[src/rtl/pfr_pkg.sv]
// Shared constants, register map and controller state type for the page frame replacement block.
package pfr_pkg;

    // Default sizes
    localparam int FRAMES_DEF    = 16;
    localparam int PAGE_BITS_DEF = 16;
    localparam int TIME_BITS_DEF = 32;

    // Fixed field widths of the result word
    localparam int FI_W    = 4;
    localparam int FAULT_W = 32;
    localparam logic [FAULT_W-1:0] FAULT_MAX = '1;

    // Configuration port
    localparam int ADDR_W = 3;
    localparam int DATA_W = 32;
    localparam int FRAMES_REG_W = 5;
    localparam logic [FRAMES_REG_W-1:0] FRAMES_REG_RST = 5'd16;

    // Register indexes (byte address bit 2)
    localparam logic REG_ALGORITHM = 1'b0;
    localparam logic REG_FRAMES    = 1'b1;

    // Replacement policy codes
    localparam logic ALG_FIFO = 1'b0;
    localparam logic ALG_LRU  = 1'b1;

    // Controller states
    typedef enum logic [1:0] {
        S_IDLE,
        S_SWEEP,
        S_DONE
    } t_state;

endpackage

[src/rtl/pfr_if.sv]
// Request and response channel interfaces of the page frame replacement block.
interface pfr_req_if import pfr_pkg::*; #(
    parameter int PAGE_BITS = PAGE_BITS_DEF
) ();
    logic                 valid;
    logic                 ready;
    logic [PAGE_BITS-1:0] page_id;

    modport source (output valid, output page_id, input ready);
    modport sink   (input valid, input page_id, output ready);
endinterface

interface pfr_rsp_if import pfr_pkg::*; #(
    parameter int PAGE_BITS = PAGE_BITS_DEF
) ();
    logic                 valid;
    logic                 ready;
    logic                 hit;
    logic [FI_W-1:0]      frame_index;
    logic                 filled_empty;
    logic                 evicted_valid;
    logic [PAGE_BITS-1:0] evicted_page;
    logic [FAULT_W-1:0]   fault_total;

    modport source (output valid, output hit, output frame_index, output filled_empty,
                    output evicted_valid, output evicted_page, output fault_total,
                    input ready);
    modport sink   (input valid, input hit, input frame_index, input filled_empty,
                    input evicted_valid, input evicted_page, input fault_total,
                    output ready);
endinterface

[src/rtl/page_frame_replacement_top.sv]
// Top level of the page frame replacement block: configuration registers, cell chain and controller.
//
// Each request word carries one page number. The block searches its FRAMES frame cells for the
// page, reports a hit, fills the lowest empty frame, or replaces a victim chosen by a rotating
// FIFO pointer or by the oldest use stamp (least recently used, lowest frame on ties), and
// returns one response word with the frame, any evicted page and the saturating fault total.
// The search word walks the cell chain one frame per cycle, registered in each cell; the word at
// chain end is held in the controller, the access then commits and loads the response word into
// the output register, and the next request is taken the cycle after the access commits, so no
// request is taken while one is in flight. A response word left waiting in the output register
// lets the next search run but holds its commit, and with it the following request, until the
// waiting word is taken. Configuration: register 0 (byte address 0) selects the
// policy, 0 FIFO and 1 LRU; register 1 (byte address 4) sets the number of frames in use,
// where 0 acts as 1 and values above FRAMES act as FRAMES. Write them only while the block
// is idle.
module page_frame_replacement_top import pfr_pkg::*; #(
    parameter int FRAMES    = FRAMES_DEF,
    parameter int PAGE_BITS = PAGE_BITS_DEF,
    parameter int TIME_BITS = TIME_BITS_DEF
) (
    input  logic              i_clk,
    input  logic              i_rst_n,
    input  logic              psel,
    input  logic              penable,
    input  logic              pwrite,
    input  logic [ADDR_W-1:0] paddr,
    input  logic [DATA_W-1:0] pwdata,
    output logic [DATA_W-1:0] prdata,
    output logic              pready,
    pfr_req_if.sink           i_req,
    pfr_rsp_if.source         o_rsp
);

    localparam int IDX_W = (FRAMES > 1) ? $clog2(FRAMES) : 1;
    localparam int CNT_W = $clog2(FRAMES + 1);
    localparam int CMP_W = (CNT_W > FRAMES_REG_W) ? CNT_W : FRAMES_REG_W;

    typedef struct packed {
        logic                 valid;
        logic [PAGE_BITS-1:0] page;
        logic [IDX_W-1:0]     fifo_idx;
        logic                 hit;
        logic [IDX_W-1:0]     hit_idx;
        logic                 empty;
        logic [IDX_W-1:0]     empty_idx;
        logic                 old_found;
        logic [IDX_W-1:0]     old_idx;
        logic [TIME_BITS-1:0] old_stamp;
        logic [PAGE_BITS-1:0] old_page;
        logic [PAGE_BITS-1:0] fifo_page;
    } t_sweep;

    typedef struct packed {
        logic                 en;
        logic [IDX_W-1:0]     idx;
        logic                 load;
        logic [PAGE_BITS-1:0] page;
        logic                 wr_stamp;
        logic [TIME_BITS-1:0] stamp;
    } t_upd;

    logic                    r_algorithm;
    logic [FRAMES_REG_W-1:0] r_frames_in_use;
    logic                    w_wr;
    logic [CMP_W-1:0]        w_frames_ext;
    logic [CNT_W-1:0]        w_frames;
    t_sweep                  w_word [FRAMES+1];
    t_upd                    w_upd;

    // Write configuration registers on the access phase
    assign pready = 1'b1;
    assign w_wr   = psel && penable && pwrite && pready;

    always_ff @(posedge i_clk) begin
        if (!i_rst_n) begin
            r_algorithm     <= ALG_FIFO;
            r_frames_in_use <= FRAMES_REG_RST;
        end else if (w_wr) begin
            case (paddr[2])
                REG_ALGORITHM: r_algorithm     <= pwdata[0];
                REG_FRAMES:    r_frames_in_use <= pwdata[FRAMES_REG_W-1:0];
                default:       r_algorithm     <= r_algorithm;
            endcase
        end
    end

    // Read back configuration registers
    always_comb begin
        case (paddr[2])
            REG_ALGORITHM: prdata = DATA_W'(r_algorithm);
            REG_FRAMES:    prdata = DATA_W'(r_frames_in_use);
            default:       prdata = '0;
        endcase
    end

    // Clamp the frame count to 1..FRAMES
    assign w_frames_ext = CMP_W'(r_frames_in_use);

    always_comb begin
        if (w_frames_ext == '0) begin
            w_frames = CNT_W'(1);
        end else if (w_frames_ext > CMP_W'(FRAMES)) begin
            w_frames = CNT_W'(FRAMES);
        end else begin
            w_frames = CNT_W'(w_frames_ext);
        end
    end

    pfr_ctrl #(
        .PAGE_BITS (PAGE_BITS),
        .TIME_BITS (TIME_BITS),
        .IDX_W     (IDX_W),
        .CNT_W     (CNT_W),
        .t_sweep   (t_sweep),
        .t_upd     (t_upd)
    ) u_ctrl (
        .i_clk       (i_clk),
        .i_rst_n     (i_rst_n),
        .i_algorithm (r_algorithm),
        .i_frames    (w_frames),
        .i_req       (i_req),
        .o_rsp       (o_rsp),
        .o_word      (w_word[0]),
        .i_word      (w_word[FRAMES]),
        .o_upd       (w_upd)
    );

    // Chain of frame cells
    for (genvar g = 0; g < FRAMES; g++) begin : g_cell
        pfr_cell #(
            .PAGE_BITS (PAGE_BITS),
            .TIME_BITS (TIME_BITS),
            .IDX_W     (IDX_W),
            .CNT_W     (CNT_W),
            .POS       (g),
            .t_sweep   (t_sweep),
            .t_upd     (t_upd)
        ) u_cell (
            .i_clk    (i_clk),
            .i_rst_n  (i_rst_n),
            .i_frames (w_frames),
            .i_word   (w_word[g]),
            .i_upd    (w_upd),
            .o_word   (w_word[g+1])
        );
    end

endmodule

[src/rtl/pfr_cell.sv]
// One frame cell: holds a resident page, valid bit and use stamp, and updates the passing search word.
module pfr_cell import pfr_pkg::*; #(
    parameter int  PAGE_BITS = PAGE_BITS_DEF,
    parameter int  TIME_BITS = TIME_BITS_DEF,
    parameter int  IDX_W     = 4,
    parameter int  CNT_W     = 5,
    parameter int  POS       = 0,
    parameter type t_sweep   = logic,
    parameter type t_upd     = logic
) (
    input  logic             i_clk,
    input  logic             i_rst_n,
    input  logic [CNT_W-1:0] i_frames,
    input  t_sweep           i_word,
    input  t_upd             i_upd,
    output t_sweep           o_word
);

    localparam logic [IDX_W-1:0] MY_IDX = IDX_W'(POS);
    localparam logic [CNT_W-1:0] MY_POS = CNT_W'(POS);

    logic                 r_valid;
    logic [PAGE_BITS-1:0] r_page;
    logic [TIME_BITS-1:0] r_stamp;
    t_sweep               r_word;
    t_sweep               n_word;
    logic                 w_active;
    logic                 w_sel;

    assign w_active = (MY_POS < i_frames);
    assign w_sel    = i_upd.en && (i_upd.idx == MY_IDX);

    // Fold this frame into the passing search word
    always_comb begin
        n_word = i_word;
        if (i_word.valid && w_active) begin
            if (r_valid && (r_page == i_word.page) && !i_word.hit) begin
                n_word.hit     = 1'b1;
                n_word.hit_idx = MY_IDX;
            end
            if (!r_valid && !i_word.empty) begin
                n_word.empty     = 1'b1;
                n_word.empty_idx = MY_IDX;
            end
            if (!i_word.old_found || (r_stamp < i_word.old_stamp)) begin
                n_word.old_found = 1'b1;
                n_word.old_idx   = MY_IDX;
                n_word.old_stamp = r_stamp;
                n_word.old_page  = r_page;
            end
            if (i_word.fifo_idx == MY_IDX) begin
                n_word.fifo_page = r_page;
            end
        end
    end

    // Advance the search word to the next cell
    always_ff @(posedge i_clk) begin
        if (!i_rst_n) begin
            r_word.valid <= 1'b0;
        end else begin
            r_word <= n_word;
        end
    end

    // Apply commit updates addressed to this frame
    always_ff @(posedge i_clk) begin
        if (!i_rst_n) begin
            r_valid <= 1'b0;
            r_stamp <= '0;
        end else if (w_sel) begin
            if (i_upd.load) begin
                r_valid <= 1'b1;
            end
            if (i_upd.wr_stamp) begin
                r_stamp <= i_upd.stamp;
            end
        end
    end

    // Page store, only read behind the valid bit
    always_ff @(posedge i_clk) begin
        if (w_sel && i_upd.load) begin
            r_page <= i_upd.page;
        end
    end

    assign o_word = r_word;

endmodule

[src/rtl/pfr_ctrl.sv]
// Access controller: injects search words, picks the action at chain end, commits and drives results.
module pfr_ctrl import pfr_pkg::*; #(
    parameter int  PAGE_BITS = PAGE_BITS_DEF,
    parameter int  TIME_BITS = TIME_BITS_DEF,
    parameter int  IDX_W     = 4,
    parameter int  CNT_W     = 5,
    parameter type t_sweep   = logic,
    parameter type t_upd     = logic
) (
    input  logic             i_clk,
    input  logic             i_rst_n,
    input  logic             i_algorithm,
    input  logic [CNT_W-1:0] i_frames,
    pfr_req_if.sink          i_req,
    pfr_rsp_if.source        o_rsp,
    output t_sweep           o_word,
    input  t_sweep           i_word,
    output t_upd             o_upd
);

    t_state               r_state;
    t_state               n_state;
    logic [TIME_BITS-1:0] r_clock;
    logic [FAULT_W-1:0]   r_faults;
    logic [FAULT_W-1:0]   n_faults;
    logic [IDX_W-1:0]     r_fifo_next;
    logic [IDX_W-1:0]     n_fifo_next;
    t_sweep               r_done;

    logic                 r_out_valid;
    logic                 r_hit;
    logic [FI_W-1:0]      r_frame_index;
    logic                 r_filled_empty;
    logic                 r_evicted_valid;
    logic [PAGE_BITS-1:0] r_evicted_page;
    logic [FAULT_W-1:0]   r_fault_total;

    logic                 w_accept;
    logic                 w_commit;
    logic [IDX_W-1:0]     w_fifo_start;
    logic [IDX_W-1:0]     w_frame;
    logic                 w_filled;
    logic                 w_evict;
    logic [PAGE_BITS-1:0] w_evicted_page;
    logic [CNT_W-1:0]     w_fifo_inc;
    t_upd                 w_upd;

    // Next state
    always_comb begin
        n_state = r_state;
        case (r_state)
            S_IDLE:  if (w_accept)      n_state = S_SWEEP;
            S_SWEEP: if (i_word.valid)  n_state = S_DONE;
            S_DONE:  if (w_commit)      n_state = S_IDLE;
            default: n_state = S_IDLE;
        endcase
    end

    // State outputs; hold off requests while in reset
    always_comb begin
        i_req.ready = 1'b0;
        w_commit    = 1'b0;
        case (r_state)
            S_IDLE:  i_req.ready = i_rst_n;
            S_SWEEP: i_req.ready = 1'b0;
            S_DONE:  w_commit    = !r_out_valid || o_rsp.ready;
            default: i_req.ready = 1'b0;
        endcase
    end

    assign w_accept = i_req.valid && i_req.ready;

    // Wrap a stale FIFO pointer before it is used
    assign w_fifo_start = (CNT_W'(r_fifo_next) >= i_frames) ? '0 : r_fifo_next;

    // Build the search word for cell zero
    always_comb begin
        o_word          = '0;
        o_word.valid    = w_accept;
        o_word.page     = i_req.page_id;
        o_word.fifo_idx = w_fifo_start;
    end

    // Choose hit, empty fill or replacement from the finished search word
    always_comb begin
        w_frame        = '0;
        w_filled       = 1'b0;
        w_evict        = 1'b0;
        w_evicted_page = '0;
        n_faults       = r_faults;
        n_fifo_next    = r_fifo_next;
        w_fifo_inc     = CNT_W'(r_done.fifo_idx) + CNT_W'(1);
        w_upd          = '0;
        w_upd.idx      = '0;
        w_upd.page     = r_done.page;
        w_upd.stamp    = r_clock;
        if (r_done.hit) begin
            w_frame        = r_done.hit_idx;
            w_upd.idx      = r_done.hit_idx;
            w_upd.wr_stamp = (i_algorithm == ALG_LRU);
        end else begin
            if (r_faults != FAULT_MAX) begin
                n_faults = r_faults + FAULT_W'(1);
            end
            w_upd.load = 1'b1;
            if (r_done.empty) begin
                w_frame        = r_done.empty_idx;
                w_filled       = 1'b1;
                w_upd.idx      = r_done.empty_idx;
                w_upd.wr_stamp = (i_algorithm == ALG_LRU);
            end else begin
                w_evict        = 1'b1;
                w_upd.wr_stamp = 1'b1;
                if (i_algorithm == ALG_FIFO) begin
                    w_frame        = r_done.fifo_idx;
                    w_evicted_page = r_done.fifo_page;
                    n_fifo_next    = (w_fifo_inc >= i_frames) ? '0 : IDX_W'(w_fifo_inc);
                end else begin
                    w_frame        = r_done.old_idx;
                    w_evicted_page = r_done.old_page;
                end
                w_upd.idx = w_frame;
            end
        end
        w_upd.en = w_commit;
    end

    assign o_upd = w_upd;

    // Control registers
    always_ff @(posedge i_clk) begin
        if (!i_rst_n) begin
            r_state     <= S_IDLE;
            r_clock     <= '0;
            r_faults    <= '0;
            r_fifo_next <= '0;
            r_out_valid <= 1'b0;
        end else begin
            r_state <= n_state;
            if (w_accept) begin
                r_clock <= r_clock + TIME_BITS'(1);
            end
            if (w_commit) begin
                r_faults    <= n_faults;
                r_fifo_next <= n_fifo_next;
                r_out_valid <= 1'b1;
            end else if (o_rsp.ready) begin
                r_out_valid <= 1'b0;
            end
        end
    end

    // Hold the search word at chain end and load the result word
    always_ff @(posedge i_clk) begin
        if ((r_state == S_SWEEP) && i_word.valid) begin
            r_done <= i_word;
        end
        if (w_commit) begin
            r_hit           <= r_done.hit;
            r_frame_index   <= FI_W'(w_frame);
            r_filled_empty  <= w_filled;
            r_evicted_valid <= w_evict;
            r_evicted_page  <= w_evicted_page;
            r_fault_total   <= n_faults;
        end
    end

    assign o_rsp.valid         = r_out_valid;
    assign o_rsp.hit           = r_hit;
    assign o_rsp.frame_index   = r_frame_index;
    assign o_rsp.filled_empty  = r_filled_empty;
    assign o_rsp.evicted_valid = r_evicted_valid;
    assign o_rsp.evicted_page  = r_evicted_page;
    assign o_rsp.fault_total   = r_fault_total;

endmodule

[src/flat_wrapper.sv]
// flat-port wrapper written by rule: the top's interface ports become plain ports
module page_frame_replacement_top_flat import pfr_pkg::*;
#(
    parameter int FRAMES    = FRAMES_DEF,
    parameter int PAGE_BITS = PAGE_BITS_DEF,
    parameter int TIME_BITS = TIME_BITS_DEF
)
  (i_clk, i_rst_n, psel, penable, pwrite, paddr, pwdata, prdata, pready, i_req_valid, i_req_page_id, i_req_ready, o_rsp_valid, o_rsp_hit, o_rsp_frame_index, o_rsp_filled_empty, o_rsp_evicted_valid, o_rsp_evicted_page, o_rsp_fault_total, o_rsp_ready);
  pfr_req_if #(.PAGE_BITS(PAGE_BITS)) i_req_i ();
  pfr_rsp_if #(.PAGE_BITS(PAGE_BITS)) o_rsp_i ();
  input  logic i_clk;
  input  logic i_rst_n;
  input  logic psel;
  input  logic penable;
  input  logic pwrite;
  input  logic [ADDR_W-1:0] paddr;
  input  logic [DATA_W-1:0] pwdata;
  output logic [DATA_W-1:0] prdata;
  output logic pready;
  input wire logic [$bits(i_req_i.valid)-1:0] i_req_valid;
  input wire logic [$bits(i_req_i.page_id)-1:0] i_req_page_id;
  output wire logic [$bits(i_req_i.ready)-1:0] i_req_ready;
  output wire logic [$bits(o_rsp_i.valid)-1:0] o_rsp_valid;
  output wire logic [$bits(o_rsp_i.hit)-1:0] o_rsp_hit;
  output wire logic [$bits(o_rsp_i.frame_index)-1:0] o_rsp_frame_index;
  output wire logic [$bits(o_rsp_i.filled_empty)-1:0] o_rsp_filled_empty;
  output wire logic [$bits(o_rsp_i.evicted_valid)-1:0] o_rsp_evicted_valid;
  output wire logic [$bits(o_rsp_i.evicted_page)-1:0] o_rsp_evicted_page;
  output wire logic [$bits(o_rsp_i.fault_total)-1:0] o_rsp_fault_total;
  input wire logic [$bits(o_rsp_i.ready)-1:0] o_rsp_ready;
  assign i_req_i.valid = i_req_valid;
  assign i_req_i.page_id = i_req_page_id;
  assign i_req_ready = i_req_i.ready;
  assign o_rsp_valid = o_rsp_i.valid;
  assign o_rsp_hit = o_rsp_i.hit;
  assign o_rsp_frame_index = o_rsp_i.frame_index;
  assign o_rsp_filled_empty = o_rsp_i.filled_empty;
  assign o_rsp_evicted_valid = o_rsp_i.evicted_valid;
  assign o_rsp_evicted_page = o_rsp_i.evicted_page;
  assign o_rsp_fault_total = o_rsp_i.fault_total;
  assign o_rsp_i.ready = o_rsp_ready;
  page_frame_replacement_top #(.FRAMES(FRAMES), .PAGE_BITS(PAGE_BITS), .TIME_BITS(TIME_BITS)) u_core (.i_clk(i_clk), .i_rst_n(i_rst_n), .psel(psel), .penable(penable), .pwrite(pwrite), .paddr(paddr), .pwdata(pwdata), .prdata(prdata), .pready(pready), .i_req(i_req_i), .o_rsp(o_rsp_i));
endmodule
[config.mk]
export PLATFORM = sky130hd
export DESIGN_NAME = page_frame_replacement_top_flat
export DESIGN_NICKNAME = d
export VERILOG_FILES = /design/src/rtl/pfr_pkg.sv /design/src/rtl/pfr_if.sv /design/src/rtl/page_frame_replacement_top.sv /design/src/rtl/pfr_cell.sv /design/src/rtl/pfr_ctrl.sv /design/src/flat_wrapper.sv
export SDC_FILE = /design/constraint.sdc
export NUM_CORES = 2
export LEC_CHECK = 0
export ABC_AREA = 1
export BUFFER_PORTS_ARGS = -buffer_cell sky130_fd_sc_hd__buf_2
export CAP_MARGIN = 20
export CORE_MARGIN = 2
export CORE_UTILIZATION = 25
export DETAILED_ROUTE_END_ITERATION = 10
export PLACE_DENSITY_LB_ADDON = 0.05
export SETUP_SLACK_MARGIN = 0.5
export SLEW_MARGIN = 20
export SYNTH_ARGS = -nofsm -noshare
export SYNTH_HDL_FRONTEND = slang
export SYNTH_SLANG_ARGS = --single-unit
[constraint.sdc]
create_clock -name i_clk -period 3.3 [get_ports i_clk]
set_input_delay 0.825 -clock i_clk [delete_from_list [all_inputs] [get_ports i_clk]]
set_output_delay 0.825 -clock i_clk [all_outputs]
set_load 0.005 [all_outputs]
==> metrics.txt <==
status=complete, no violations; clock tree buffer depth=4; Yosys Warn Count=0; gpl congestion=0.842; DR iter-0 viols=4583; hpwl dp=247000 µm; via/cell ratio=4.26; Critical Path Sink Type=flop; Via Count=75100; minimum clock period=2.75 ns; dominant synthesized flop cell=edfxtp_1; Slew Limit Fails=0; top post-synthesis cells by area=edfxtp_1 (51%), dfxtp_1 (11%), nand2_1 (8.5%), ha_1 (5.3%), inv_1 (4.6%); mapped cell area=112000 µm²; final setup vio count=0; root buf cell=clkbuf_16; CP required=4.13 ns; synthesized flop and latch total=2504; first-pass GRT wire length=504000 µm; share of the yosys chip area belonging to registers=0.618; DIE AREA=452000 µm²; synth unique cells=55; NumNets Final=11900; area delta synth->final=17.4%; leak pwr=53.5 nW; CTS tree=done; Hold Crit Class=in -> reg; top cell type by total area after synthesis=edfxtp_1; CTS Buf Count=316; Fmax achieved=363 MHz; ratio of cells with drive above 1 in the final layout=0.0950; period utilization=0.835; initial antenna violation count=18; die width=672 µm; ys async rst share=0; first-pass iteration count of the detailed router=6; drt drc=0; wire per inst=19.2 µm; EDFF count, synth=1883; clk_skew=0.0631 ns; RSZ-0062 raised after global routing=true; CP Class=reg -> reg; Syn Inst Count=11200; largest net degree at the start of global routing=147; final hold violations=0; Max transition margin=0.300; maximum vdd drop=410 µV; setup TNS=0 ns; num rows=245; clk_lat worst skew=0.94 ns; Num Clock Sinks=2504; I/O Buffers=90; hold_ws=0.114 ns; Starting Density=0.251; H-Tree Depth=5; P per Cell Area=551 nW/µm²; Die Span Y=672 µm; Core ar.=445000 µm²; number of global-route vias before repair=75600; # Max-Cap Violations=0; Post-DRT Antenna Nets=0; GRT Util Overall=0.147; syn avg cell area=9.98 µm²; clock slew at reported path FFs=0.06 ns; crit start category=flop; Top cell by count, worst path=nor2_1; area share of the largest cell type after synthesis=0.506; CP max FO=33; CP Cell Sequence=nor2_1 -> nor3_2 -> nor2_4 -> inv_2 -> nor2_2 -> nand2_1 -> nor2_4 -> buf_4 -> nand2_1 -> buf_12 -> inv_4 -> clkbuf_16 -> nor2_1 -> nor2_1; critical path's slowest cell=edfxtp_1; # IOs=148; final wirelength=338000 µm; worst path arrival time=3.58 ns; Overflow after GRT=0; Critical Path Max Stage Delay=0.59 ns; worst-margin pin slew=1.04 ns
critical path, delay by kind of cell, from the launching register on:
family / cells / cell delay (ns)
flops: 1 / 0.59
simple gates: 9 / 1.25
buf+inv: 5 / 0.77
layer usage:
metal  up-vias  track usage  wire (µm)
met5         -            0          0
met4         0       0.0428      10200
met3       474       0.0203      12400
met2      1331        0.230     149000
met1     35300        0.209     167000
li1      38000            -          -
synth_stat cells, drive strengths merged (13+ instances only):
master     n
o21bai    18
nand3    897
xnor2     43
o21ai    650
nor4      23
nor2     844
o22ai     40
o211ai    24
clkbuf   401
nand4     87
inv     1375
a31oi     17
nand2   2545
mux2     109
nor3      83
or2       55
o21a     102
ha       477
a21boi    13
buf      122
edfxtp  1883
xor2      63
a21oi    635
dfxtp    621
final timing paths:
check,depth (start not counted),slack (ns),end,start
max,14,0.55,u_core.g_cell[8].u_cell.r_stamp[9]$_SDFFE_PN0P_,u_core.u_ctrl.r_done[79]$_DFFE_PP_
min,1,0.11,u_core.g_cell[0].u_cell.o_word[90]$_DFFE_PP_,i_req_page_id[7]
max reg2reg,14,0.55,u_core.g_cell[8].u_cell.r_stamp[9]$_SDFFE_PN0P_,u_core.u_ctrl.r_done[79]$_DFFE_PP_
min reg2reg,0,0.42,u_core.u_ctrl.o_upd[39]$_DFFE_PP_,u_core.g_cell[15].u_cell.o_word[89]$_DFFE_PP_
logic make-up after synthesis:
logic type | share of synthesized area
AO/OA/AOI/OAI | 0.0747
buffers and inverters | 0.0664
other | 0.0000672
flip-flops | 0.618
XOR/XNOR | 0.00831
adder cells (fa/ha/maj) | 0.0534
multiplexers | 0.0110
AND/OR/NAND/NOR | 0.169
cell type report:
| class | count | area (µm²) |
|---|---|---|
| fillers | 45900 | 314000 |
| flip-flops and latches | 2504 | 69000 |
| multi-input cells | 6806 | 35700 |
| clock buffers | 462 | 9140 |
| well taps | 5928 | 7420 |
| inverters | 1386 | 5240 |
| repair buffers | 398 | 3620 |
| clock inverters | 121 | 973 |
| diodes | 26 | 65.1 |
sequential cells by signal, summed over array words and instances, names as in the netlist, 2 cells and up:
signal,count
u_core.g_cell.u_cell.r_page,256
u_core.g_cell.u_cell.r_valid,16
u_core.u_ctrl.r_done,50
u_core.u_ctrl.o_rsp.fault_total,32
u_core.u_ctrl.r_fifo_next,4
u_core.g_cell.u_cell.r_stamp,512
u_core.u_ctrl.o_rsp.evicted_page,16
u_core.u_ctrl.o_rsp.frame_index,4
u_core.u_ctrl.r_state,2
u_core.u_ctrl.r_faults,32
u_core.u_ctrl.o_upd,16
u_core.g_cell.u_cell.o_word,1522
u_core.r_frames_in_use,5
u_core.u_ctrl.r_clock,32
cells in the final DEF, fill, tap and decap left out, drive strengths merged, types with 18 or more instances in the layout:
cell,instances
conb,28
or2,55
o211ai,24
a21oi,635
nor3,83
inv,1386
o21ai,650
clkbuf,464
nor4,23
nand4,87
nand2,2545
xnor2,43
edfxtp,1883
buf,387
xor2,63
nor2,844
ha,477
clkinv,102
mux2,109
diode,26
nand3,897
o21a,102
o22ai,40
o21bai,18
dfxtp,621
where the power goes:
| part | total (W) | leakage [nW] | internal (W) | switching, W |
|---|---|---|---|---|
| sequential | 0.0357 | 23.2 | 0.0351 | 0.000581 |
| combinational | 0.00255 | 25.3 | 0.000827 | 0.00173 |
| clock | 0.0340 | 4.97 | 0.0203 | 0.0138 |
| total | 0.0722 | 53.5 | 0.0562 | 0.0161 |
repair_timing:
action,4_1_cts,5_1_grt
buffers inserted,5,2
pin swaps,3,3
hold endpoints to repair,9,0
setup endpoints to repair,593,404
gates resized for setup,28,38
cloned,0,2
hold buffers,9,0
through the flow:
step	setup slack (ns)	util	power, W	area, µm²	cells
3_3_place_gp	0.231	0.271	0.0389	121000	17000
6_report	0.546	0.295	0.0722	131000	17600
2_1_floorplan	0.731	-	0.0375	112000	11200
4_1_cts	0.441	0.294	0.0737	131000	17600
5_1_grt	0.417	0.294	0.0754	131000	17600
3_5_place_dp	0.173	0.271	0.0389	121000	17000
Power figures use the tool's default switching activity.
